`config.mk`:
```
export PLATFORM = sky130hd
export DESIGN_NAME = rgb2yp_matrix
export DESIGN_NICKNAME = d
export VERILOG_FILES = /design/src/hdl/rgb2yp_pkg.sv /design/src/hdl/rgb2yp_matrix.sv
export SDC_FILE = /design/constraint.sdc
export NUM_CORES = 2
export LEC_CHECK = 0
export BUFFER_PORTS_ARGS = -buffer_cell sky130_fd_sc_hd__buf_2
export CORE_ASPECT_RATIO = 1.25
export CORE_MARGIN = 2
export CORE_UTILIZATION = 54
export DETAILED_ROUTE_END_ITERATION = 10
export GPL_TIMING_DRIVEN = 0
export PLACE_DENSITY = 0.72
export SYNTH_ARGS = -nofsm -noshare
export SYNTH_HDL_FRONTEND = slang
export SYNTH_SLANG_ARGS = --single-unit
```
`constraint.sdc`:
```
create_clock -name clk -period 3.9 [get_ports clk]
set_input_delay 0.195 -clock clk [delete_from_list [all_inputs] [get_ports clk]]
set_output_delay 0.195 -clock clk [all_outputs]
set_load 0.01 [all_outputs]
```
`src/hdl/rgb2yp_pkg.sv`:
```
package rgb2yp_pkg;

	localparam int DataW    = 16;
	localparam int NormW    = 16;
	localparam int QuotW    = 15;
	localparam int FracW    = 15;
	localparam int ProdW    = 32;
	localparam int AccW     = ProdW - FracW;
	localparam int NumLanes = 3;
	localparam int ApbAddrW = 2;
	localparam int ApbDataW = 32;

	localparam logic [ApbAddrW-1:0] AddrMaxValue  = ApbAddrW'(0);
	localparam logic [DataW-1:0]    MaxValueReset = DataW'(255);

	localparam logic [NormW-1:0] OneQ15 = NormW'(32768);
	localparam logic signed [ProdW-1:0] RoundBias = ProdW'(16384);
	localparam logic signed [AccW-1:0] LumaMax  = AccW'(32768);
	localparam logic signed [AccW-1:0] ChromaMax = AccW'(16384);
	localparam logic signed [AccW-1:0] ChromaMin = -AccW'(16384);

	localparam int LaneRed   = 0;
	localparam int LaneGreen = 1;
	localparam int LaneBlue  = 2;

	localparam int OutY  = 0;
	localparam int OutPb = 1;
	localparam int OutPr = 2;

	typedef logic signed [15:0] coef_t;

	// rows: y, pb, pr; columns: red, green, blue
	localparam coef_t CoefTab [NumLanes][NumLanes] = '{
		'{16'sd9798,   16'sd19235,  16'sd3736},
		'{-16'sd5529,  -16'sd10855, 16'sd16384},
		'{16'sd16384,  -16'sd13720, -16'sd2664}
	};

	typedef struct packed {
		logic [DataW-1:0] red_in;
		logic [DataW-1:0] green_in;
		logic [DataW-1:0] blue_in;
	} pixel_t;

	typedef struct packed {
		logic [DataW-1:0]        luma_out;
		logic signed [DataW-1:0] blue_diff_out;
		logic signed [DataW-1:0] red_diff_out;
	} result_t;

	typedef logic [NormW-1:0] norm_t;
	typedef norm_t [NumLanes-1:0] norm_vec_t;

endpackage

```
`src/hdl/rgb2yp_matrix.sv`:
```
module rgb2yp_matrix
	import rgb2yp_pkg::*;
(
	input  logic      clk,
	input  logic      arst_n,
	input  logic      in_vld,
	input  norm_vec_t norm,
	output logic      out_vld,
	output result_t   result
);

	logic signed [ProdW-1:0] prod_s1 [NumLanes][NumLanes];
	logic signed [AccW-1:0]  acc_s2  [NumLanes];
	result_t                 result_s3;
	logic                    vld_s1, vld_s2, vld_s3;

	logic signed [ProdW-1:0] sum [NumLanes];
	logic signed [AccW-1:0]  luma_c, pb_c, pr_c;

	always_ff @(posedge clk or negedge arst_n) begin
		if (!arst_n) begin
			vld_s1 <= 1'b0;
			vld_s2 <= 1'b0;
			vld_s3 <= 1'b0;
		end else begin
			vld_s1 <= in_vld;
			vld_s2 <= vld_s1;
			vld_s3 <= vld_s2;
		end
	end

	always_comb begin
		for (int o = 0; o < NumLanes; o++) begin
			sum[o] = prod_s1[o][LaneRed] + prod_s1[o][LaneGreen] + prod_s1[o][LaneBlue]
				+ RoundBias;
		end
	end

	// clamp the rounded sums
	always_comb begin
		luma_c = acc_s2[OutY];
		if (acc_s2[OutY] < 0) begin
			luma_c = '0;
		end else if (acc_s2[OutY] > LumaMax) begin
			luma_c = LumaMax;
		end
		pb_c = acc_s2[OutPb];
		if (acc_s2[OutPb] < ChromaMin) begin
			pb_c = ChromaMin;
		end else if (acc_s2[OutPb] > ChromaMax) begin
			pb_c = ChromaMax;
		end
		pr_c = acc_s2[OutPr];
		if (acc_s2[OutPr] < ChromaMin) begin
			pr_c = ChromaMin;
		end else if (acc_s2[OutPr] > ChromaMax) begin
			pr_c = ChromaMax;
		end
	end

	always_ff @(posedge clk) begin
		for (int o = 0; o < NumLanes; o++) begin
			for (int l = 0; l < NumLanes; l++) begin
				prod_s1[o][l] <= ProdW'($signed({1'b0, norm[l]})) * ProdW'(CoefTab[o][l]);
			end
			acc_s2[o] <= sum[o][ProdW-1:FracW];
		end
		result_s3.luma_out      <= luma_c[DataW-1:0];
		result_s3.blue_diff_out <= pb_c[DataW-1:0];
		result_s3.red_diff_out  <= pr_c[DataW-1:0];
	end

	assign out_vld = vld_s3;
	assign result  = result_s3;

endmodule
```
==> impl_metrics.toml <==
[placement]
post_dp_cell_area_um2 = 41010
post-place-ws_ps = -2390
place_congestion = 0.9170
port_buffers = 99
hpwlAfterDp_mm = 77.12

[hold_path]
worst_hold_path.num_cells = 2
whs_endpoint = "prod_s1[0][1]$_DFF_P_"
timing.hold.worst.class = "in2reg"
min-delay-start = "norm[33]"

[timing]
tightestPinTransition_ps = 791.7
post_route_setup_tns_ps = -24260
fin_hold_ws_ps = 89.43
max_slew_margin = 0.4666
timing.final.crit_period_ps = 4787
final-max-slew-violation-count = 0
max_freq_ghz = 0.2089
post-route-worst-setup-slack_ps = -886.5
fin_crit_sh = 1.227
final-setup-viol-count = 58
grt_setup_unrepaired = "yes"
timing.clock.skew_ps = 40.08
report.final.hold_viol_count = 0

[floorplanning]
die-area_um2 = 72760
core-area_um2 = 69590
die_h_um = 301.1
num_ports = 100
row_count = 108
initial_utilization = 0.5478
die_w_um = 241.7

[worst_setup_path]
crit_chain = "buf_16 -> clkinvlp_4 -> ha_4 -> inv_1 -> ha_4 -> inv_1 -> fa_1 -> inv_1 -> fa_1 -> inv_1 -> fa_1 -> ha_1 -> ha_1 -> a21o_1 -> a21o_1 -> a21oi_2 -> o21a_1 -> o311ai_4 -> a31o_2 -> a21oi_4 -> xnor2_4"
worst-endpoint-arrival_ps = 5240
r2r-start = "prod_s1[0][10]$_DFF_P_"
critical-path-top-delay-family = "adder cells"
worst-r2r-cell-count = 12
critical-path-slowest-cell = "sky130_fd_sc_hd__fa_1"
reg2reg_slack_ps = 170
cp-start-kind = "input pin"
crit_path_depth = 21
endpoint_kind = "flip-flop"
worstReg2RegEnd = "acc_s2[0][16]$_DFF_P_"
crit_type = "in2reg"
path_common_cell = "sky130_fd_sc_hd__inv_1"
worst-path-max-fanout = 9
critPathMaxStageDelay_ps = 510
critical_path_required_ps = 4360
number_of_buffer_and_inverter_instances_along_the_worst_setup_path = 6

[yosys]
synth_async_sr_flop_share = 0.009174
ys_top_cells_by_count = "sky130_fd_sc_hd__ha_1 (918), sky130_fd_sc_hd__inv_1 (865), sky130_fd_sc_hd__fa_1 (450), sky130_fd_sc_hd__dfxtp_1 (324), sky130_fd_sc_hd__a21oi_1 (174)"
synth_enable_flop_cells = 0
synth_top_area_share = 0.3013
yosys.cell_count.top_type = "sky130_fd_sc_hd__ha_1"
synth.ff_latch_count = 327
yosysSeqAreaShare = 0.1721
mappedNetlistArea_um2 = 38120
synth.top_cells.by_area = "sky130_fd_sc_hd__ha_1 (30%), sky130_fd_sc_hd__fa_1 (24%), sky130_fd_sc_hd__dfxtp_1 (17%), sky130_fd_sc_hd__inv_1 (8.5%), sky130_fd_sc_hd__xnor2_1 (2.9%)"
dominantRegCellSynth = "sky130_fd_sc_hd__dfxtp_1"
mappedNetlistNets = 5214
yosysTopAreaCell = "sky130_fd_sc_hd__ha_1"
synth_cells = 3795
synth_cell_types = 73
synth_area_per_cell_um2 = 10.05
yosysWarnings = 0

[grt]
vias_in_the_first_global_route = 29150
groute.usage.overall = 0.2727
grt_antenna_before_repair = 4
grt_pass1_wl_mm = 153.6
pin_count_of_the_biggest_net_entering_global_routing = 15
grt_overflow_total = 0

[route]
average_via_count_per_standard_cell = 5.473
detailroute.via_count = 27910
first_iter_violations = 1232
post-route-drc-count = 0
routed_wl_mm = 101.4
count_of_tritonroute_iterations_in_the_first_routing_pass = 5
routed_wire_length_per_instance_um = 19.89
final_antenna_net_count = 0

[clocking]
cts.reportedPaths.clkPinSlew_ps = 60
cts_made_buffers = 37
worst_skew_pair.late_latency_ps = 590
cts.sink_count = 327
clock_tree.buffer_depth = 3
cts-htree-levels = 2
clock_tree_from_tritoncts = "yes"
cts_root_buf = "sky130_fd_sc_hd__clkbuf_16"

[final_layout]
layout.filler_cells = 5128
stdcell_area_um2 = 46450
flow.area_growth_from_synthesis_pct = 21.84
post_route_cells_drive_above_1_share = 0.1804
final_nets = 5554

[flow_run]
drv.max_cap_violation_count = 0

[status]
violations = "setup timing"
outcome = "finished with violations"
==> worst max path at each step <==
stage / from / to
5_1_grt: norm[18] / prod_s1[1][59]$_DFF_P_
4_1_cts: norm[17] / prod_s1[1][57]$_DFF_P_
3_5_place_dp: norm[30] / prod_s1[0][58]$_DFF_P_
3_3_place_gp: norm[30] / prod_s1[0][58]$_DFF_P_
6_report: norm[23] / prod_s1[0][59]$_DFF_P_
2_1_floorplan: norm[17] / prod_s1[1][57]$_DFF_P_
==> state kept, by name, indices dropped and copies added (netlist names) <==
| register | flops |
|---|---|
| out_vld | 1 |
| vld_s1 | 1 |
| acc_s2 | 51 |
| vld_s2 | 1 |
| result | 48 |
| prod_s1 | 225 |
==> layer usage <==
layer | routed length (um) | global-route usage
met5 | 17 | 0
met4 | 6955 | 0.1452
met3 | 5371 | 0.03497
met2 | 49810 | 0.4885
met1 | 39280 | 0.3188
==> area by class of cell <==
type	count	area, um^2	share of cell area
Inverter	865	3390	0.07297
Tap cell	935	1170	0.02519
Buffer	13	48.80	0.001051
Clock inverter	22	319.1	0.006869
Clock buffer	44	1003	0.02160
Antenna cell	2	5.005	0.0001077
Timing Repair Buffer	304	2944	0.06338
Sequential cell	327	6561	0.1413
Multi-Input combinational cell	2587	31010	0.6676
==> repair_timing <==
item | 4_1_cts | 5_1_grt
gates resized for setup | 316 | 195
buffers inserted | 104 | 76
pin swaps | 155 | 149
hold buffers | 38 | 0
hold endpoints to repair | 39 | 0
setup endpoints to repair | 96 | 81
==> placed cells by master, fill, tap and decap left out, drive strengths merged, types with 90 or more instances in the layout <==
cell	count
inv	846
buf	266
nor2	117
a21o	93
ha	918
a21oi	175
fa	450
o21ai	96
dfxtp	324
nand2	90
xnor2	128
==> metrics by stage <==
step	cells	util
final	5099	0.6675
after global routing	5097	0.6674
after CTS	5035	0.6477
after detailed placement	4829	0.5893
after global placement	4829	0.5893
after floorplan	3795	-
==> cell families (layout without fill, tap and decap cells) <==
family | after synthesis | count (layout) | synth area share
buffers and inverters | 881 | 1248 | 0.08674
AOI/OAI and AO/OA | 552 | 552 | 0.09498
adders and majority gates | 1368 | 1368 | 0.5376
xor gates and xnor gates | 198 | 198 | 0.04549
other | 0 | 2 | 0
DFF | 327 | 327 | 0.1721
and+or+nand+nor | 469 | 469 | 0.06311
==> worst reg2reg max path, delay by kind of cell, from the launching register on <==
kind	cells	cell delay, ps
and+or+nand+nor	4	1090
DFF	1	320
adders and majority gates	3	1250
AOI/OAI and AO/OA	5	990
Power is left out: the tool's default activity adds up to more than one toggle a clock period on the data nets, which glitch-free logic cannot reach.
