==> src/hdl/rgb2yp_pkg.sv <==
package rgb2yp_pkg;

	localparam int DataW    = 16;
	localparam int NormW    = 16;
	localparam int QuotW    = 15;
	localparam int FracW    = 15;
	localparam int ProdW    = 32;
	localparam int AccW     = ProdW - FracW;
	localparam int NumLanes = 3;
	localparam int ApbAddrW = 2;
	localparam int ApbDataW = 32;

	localparam logic [ApbAddrW-1:0] AddrMaxValue  = ApbAddrW'(0);
	localparam logic [DataW-1:0]    MaxValueReset = DataW'(255);

	localparam logic [NormW-1:0] OneQ15 = NormW'(32768);
	localparam logic signed [ProdW-1:0] RoundBias = ProdW'(16384);
	localparam logic signed [AccW-1:0] LumaMax  = AccW'(32768);
	localparam logic signed [AccW-1:0] ChromaMax = AccW'(16384);
	localparam logic signed [AccW-1:0] ChromaMin = -AccW'(16384);

	localparam int LaneRed   = 0;
	localparam int LaneGreen = 1;
	localparam int LaneBlue  = 2;

	localparam int OutY  = 0;
	localparam int OutPb = 1;
	localparam int OutPr = 2;

	typedef logic signed [15:0] coef_t;

	// rows: y, pb, pr; columns: red, green, blue
	localparam coef_t CoefTab [NumLanes][NumLanes] = '{
		'{16'sd9798,   16'sd19235,  16'sd3736},
		'{-16'sd5529,  -16'sd10855, 16'sd16384},
		'{16'sd16384,  -16'sd13720, -16'sd2664}
	};

	typedef struct packed {
		logic [DataW-1:0] red_in;
		logic [DataW-1:0] green_in;
		logic [DataW-1:0] blue_in;
	} pixel_t;

	typedef struct packed {
		logic [DataW-1:0]        luma_out;
		logic signed [DataW-1:0] blue_diff_out;
		logic signed [DataW-1:0] red_diff_out;
	} result_t;

	typedef logic [NormW-1:0] norm_t;
	typedef norm_t [NumLanes-1:0] norm_vec_t;

endpackage

==> src/hdl/rgb2yp_div.sv <==
module rgb2yp_div
	import rgb2yp_pkg::*;
(
	input  logic             clk,
	input  logic             arst_n,
	input  logic             in_vld,
	input  pixel_t           pixel,
	input  logic [DataW-1:0] denom,
	output logic             out_vld,
	output norm_vec_t        norm
);

	logic [DataW-1:0] raw [NumLanes];
	logic [DataW-1:0] rem_s  [0:QuotW][NumLanes];
	logic [QuotW-1:0] quot_s [0:QuotW][NumLanes];
	logic             sat_s  [0:QuotW][NumLanes];
	logic             vld_s  [0:QuotW];

	logic [DataW:0]   trial   [1:QuotW][NumLanes];
	logic [DataW:0]   diff    [1:QuotW][NumLanes];
	logic             ge      [1:QuotW][NumLanes];
	logic [DataW-1:0] rem_nxt [1:QuotW][NumLanes];

	always_comb begin
		raw[LaneRed]   = pixel.red_in;
		raw[LaneGreen] = pixel.green_in;
		raw[LaneBlue]  = pixel.blue_in;
	end

	// one quotient bit per stage; the low dividend bits are denom/2
	always_comb begin
		for (int k = 1; k <= QuotW; k++) begin
			for (int l = 0; l < NumLanes; l++) begin
				trial[k][l]   = {rem_s[k-1][l], denom[QuotW-k+1]};
				diff[k][l]    = trial[k][l] - {1'b0, denom};
				ge[k][l]      = trial[k][l] >= {1'b0, denom};
				rem_nxt[k][l] = ge[k][l] ? diff[k][l][DataW-1:0] : trial[k][l][DataW-1:0];
			end
		end
	end

	always_ff @(posedge clk or negedge arst_n) begin
		if (!arst_n) begin
			for (int k = 0; k <= QuotW; k++) begin
				vld_s[k] <= 1'b0;
			end
		end else begin
			vld_s[0] <= in_vld;
			for (int k = 1; k <= QuotW; k++) begin
				vld_s[k] <= vld_s[k-1];
			end
		end
	end

	always_ff @(posedge clk) begin
		for (int l = 0; l < NumLanes; l++) begin
			rem_s[0][l]  <= raw[l];
			quot_s[0][l] <= '0;
			sat_s[0][l]  <= raw[l] >= denom;
			for (int k = 1; k <= QuotW; k++) begin
				rem_s[k][l]  <= rem_nxt[k][l];
				quot_s[k][l] <= {quot_s[k-1][l][QuotW-2:0], ge[k][l]};
				sat_s[k][l]  <= sat_s[k-1][l];
			end
		end
	end

	always_comb begin
		out_vld = vld_s[QuotW];
		for (int l = 0; l < NumLanes; l++) begin
			norm[l] = sat_s[QuotW][l] ? OneQ15 : {1'b0, quot_s[QuotW][l]};
		end
	end

endmodule

==> config.mk <==
export PLATFORM = sky130hd
export DESIGN_NAME = rgb2yp_div
export DESIGN_NICKNAME = d
export VERILOG_FILES = /design/src/hdl/rgb2yp_pkg.sv /design/src/hdl/rgb2yp_div.sv
export SDC_FILE = /design/constraint.sdc
export NUM_CORES = 2
export LEC_CHECK = 0
export ABC_AREA = 1
export ABC_CLOCK_PERIOD_IN_PS = 2110
export BUFFER_PORTS_ARGS = -buffer_cell sky130_fd_sc_hd__buf_2
export CORE_MARGIN = 2
export CORE_UTILIZATION = 55
export CTS_BUF_LIST = sky130_fd_sc_hd__clkbuf_4 sky130_fd_sc_hd__clkbuf_8
export DETAILED_ROUTE_END_ITERATION = 10
export PLACE_DENSITY_LB_ADDON = 0.3
export SYNTH_ARGS = -nofsm -noshare
export SYNTH_HDL_FRONTEND = slang
export SYNTH_SLANG_ARGS = --single-unit
==> constraint.sdc <==
create_clock -name clk -period 2.11 [get_ports clk]
set_input_delay 0.3165 -clock clk [delete_from_list [all_inputs] [get_ports clk]]
set_output_delay 0.3165 -clock clk [all_outputs]
set_load 0.02 [all_outputs]
==> reports/qor.yml <==
run_status:
  outcome: "complete, but fails checks"
  violations: "negative setup slack"
worst_setup_path:
  crit_arrival_ns: 3.04
  cpPeakStageDelay_ns: 0.52
  worstSetupPathType: "input port to register"
  crit_chain: "dlygate4sd3_1 -> buf_2 -> clkinvlp_4 -> buf_12 -> buf_6 -> ha_1 -> nand2_2 -> inv_1 -> nand2_1 -> nand2_1 -> inv_1 -> nand3_2 -> nand2_1 -> nand2_1 -> buf_4 -> nand2_1 -> o21ai_0"
  slowest_stage: "dlygate4sd3_1"
  crit_start: "denom[8]"
  r2r_slack_ns: 0.05
  reg2reg_depth: 13
  crit_required_ns: 2.97
  worstReg2RegStart: "rem_s[0][23]"
  critPathCapture: "rem_s[0][64]"
  cp_top_family: "buffers and inverters"
  crit_cells: 17
  r2r-end: "rem_s[0][72]"
  start_kind: "input port"
  crit_path_end_kind: "register"
  worst-path-buf-inv: 8
  crit_path_frequent_cell: "nand2_1"
  crit_fanout: 12
clocking:
  cts_made_buffers: 192
  cts.clk_slew.worst_paths_ns: 0.06
  cts_tree: "built"
  clkSinkCount: 1144
  cts_max_path_buffers: 3
  cts-root-buf: "clkbuf_8"
  cts.htree.levels: 4
  clk_latency_ns: 0.99
sta:
  fin_crit_sh_pct: 103.3
  fin_skew_ns: 0.06820
  worst_slew_pin_slew_ns: 0.6732
  slew_headroom_pct: 54.97
  hold_viol: 0
  min_period_ns: 2.179
  grt_setup_unrepaired: "yes"
  maxSlewViolCount: 0
  worst_slack_ns: -0.06925
  setup_viol: 33
  fmax_ghz: 0.4589
synth:
  async_flop_share_pct: 1.399
  synth.most_common_cell: "nand2_1"
  synth_seq_cells: 1144
  synth-edff-count: 0
  syn_area_mm2: 0.07885
  synth_common_cells: "nand2_1 (5126), inv_1 (1935), dfxtp_1 (1128)"
  synth_cell_type_count: 48
  synth_nets: 13210
  syn_inst: 12360
  synth.top_cell.area_share_pct: 28.64
  avgSynthCellArea_um2: 6.380
  yosysSeqAreaShare_pct: 29.15
  synthTopCellsByArea: "dfxtp_1 (29%), nand2_1 (24%), ha_1 (12%)"
  synthFlopType: "dfxtp_1"
  ys_warn_count: 0
  yosysTopAreaCell: "dfxtp_1"
drt:
  vias_per_cell: 5.195
  drc: 0
  ant_nets: 0
  routed_wl_um: 278700
  drt_iter0_markers: 6217
  vias: 87090
  first_pass_iters: 6
  wl_per_cell_um: 16.62
global_routing:
  met1_usage_pct: 40.47
  met2_usage_pct: 63.37
  grt_pass1_vias: 84630
  grt_overflow: 0
  met3_usage_pct: 4.715
  top_usage_layer: "met2"
  antenna_found_initial: 3
  grt_first_pass_wirelength_um: 423900
  grt_use_total_pct: 35.90
  grt_max_degree: 35
flow_run:
  drv_cap: 0
worst_hold_path:
  hold_class: "input port to register"
layout:
  postLayoutCoreUtil_pct: 74.60
  nNetsFinal: 15560
  drive_gt1_share_pct: 20.68
  areaGrowthSynthToFinish_pct: 34.28
  final_area_mm2: 0.1059
floorplan:
  io_pins: 116
  start_util_pct: 55.55
  die_area_mm2: 0.1464
  num_rows: 138
  die_y_um: 382.6
  dieWidth_um: 382.6
  core_area_mm2: 0.1419
pwr:
  power_density_mw_per_mm2: 1612
  seqPwrFrac_pct: 22.8
  vdd_ir_drop_max_mv: 0.8812
  internal_power_mw: 94.17
  power.total_mw: 170.6
  p_leak_nw: 61.31
  p_switching_mw: 76.47
  clock_power_share_pct: 14.2
  combPwrFrac_pct: 63.0
  swShare_pct: 44.81
placement:
  portBuffers: 115
  post_dp_cell_area_mm2: 0.09713
  dp_hpwl_um: 210100
  gp_congestion: 1.010
## worst reg2reg max path: stages, from the launching register on
cell     delay (ns)
dfxtp_1        0.34
ha_1           0.37
nand2_2        0.10
inv_1          0.11
nand2_1        0.13
nand2_1        0.12
inv_1          0.10
nand3_2        0.11
nand2_1        0.05
nand2_1        0.12
inv_2          0.07
buf_4          0.16
nand2_1        0.08
nand2_1        0.07
## cell usage in the layout (no fill, tap or decap), types with 31 or more instances in the layout
master / netlist / routed
nand3_2: 33 / 43
fa_1: 42 / 35
nand2_4: 44 / 31
o21a_1: 32 / 32
buf_12: 2 / 97
dfxtp_1: 1128 / 1123
nand4_1: 185 / 185
nor2_4: 34 / 61
dlygate4sd3_1: 0 / 112
buf_4: 27 / 1955
nand2_2: 45 / 79
ha_4: 0 / 78
nand2_1: 5126 / 5085
buf_6: 45 / 56
a21oi_1: 426 / 416
clkbuf_8: 0 / 232
buf_2: 65 / 72
inv_1: 1935 / 1911
nor2_2: 29 / 65
xor2_1: 196 / 196
clkinv_2: 0 / 36
xnor2_1: 67 / 67
nand3b_1: 89 / 89
nand3_1: 1113 / 1103
clkbuf_4: 0 / 43
o21ai_0: 39 / 38
nor2_1: 576 / 513
nor3_1: 124 / 118
ha_1: 738 / 652
## timing repair
item	in CTS	in global routing
endpoints found under the setup margin	44	705
pin swaps	10	45
buffers inserted	0	21
cloned	0	19
hold buffers	114	3
resized for setup	106	322
endpoints found under the hold margin	102	4
## per-layer routing
metal	share of wire, %	wire length (um)
met1	39	108200
met2	47	131100
met4	8.0	22370
met5	0	0
met3	6.1	17050
## power by group through the flow
| stage | combinational, mW | clock [mW] | sequential, mW |
|---|---|---|---|
| finish | 107 | 24.2 | 39.0 |
| CTS | 103 | 24.6 | 38.3 |
| global route | 120 | 25.5 | 39.4 |
| detailed placement | 101 | 0 | 38.7 |
| global placement | 98.8 | 0 | 38.5 |
| floorplan | 63.1 | 0 | 35.3 |
## cell type report
cell class              count  area [um^2]
multi-input cells        9094        49100
fillers                 11360        36060
flip-flops and latches   1144        23000
repair buffers           2315        19210
inverters                1960         7422
clock buffers             275         3516
well taps                1890         2365
clock inverters            82         1249
repair inverters            2        15.01
diodes                      2        5.005
## state kept, by name, indices dropped and copies added (netlist names)
register  count
quot_s      360
sat_s        48
vld_s        15
out_vld       1
rem_s       720
## worst min-delay path by stage
stage | from | to | cells after the start
finish | denom[11] | rem_s[0][240] | 4
CTS | denom[1] | rem_s[0][129] | 7
global placement | arst_n | out_vld | 1
global route | denom[6] | rem_s[1][128] | 5
detailed placement | arst_n | out_vld | 1
floorplan | arst_n | out_vld | 0
## per-stage QoR
stage / hold slack (ns) / worst slack, ns / setup TNS, ns / instances
floorplan: 0.02091 / -0.3952 / -238.18 / 12360
global placement: 0.2288 / -0.6534 / -251.22 / 16250
detailed placement: 0.2395 / -0.6739 / -269.17 / 16250
CTS: 0.06783 / -0.09060 / -2.614 / 16720
global route: 0.01964 / -0.1009 / -2.896 / 16760
finish: 0.03724 / -0.06925 / -0.8290 / 16760
## cell families (layout without fill, tap and decap cells)
group | count (synthesis) | after routing | synth area share [%]
AO/OA/AOI/OAI | 547 | 547 | 3.724
XOR/XNOR | 263 | 263 | 2.921
adder cells (fa/ha/maj) | 780 | 780 | 12.78
buffers and inverters | 2122 | 4634 | 10.91
flip-flops | 1144 | 1144 | 29.15
other | 0 | 2 | 0
AND/OR/NAND/NOR | 7502 | 7504 | 40.52
Note: power is estimated with default switching activity, not from simulation.
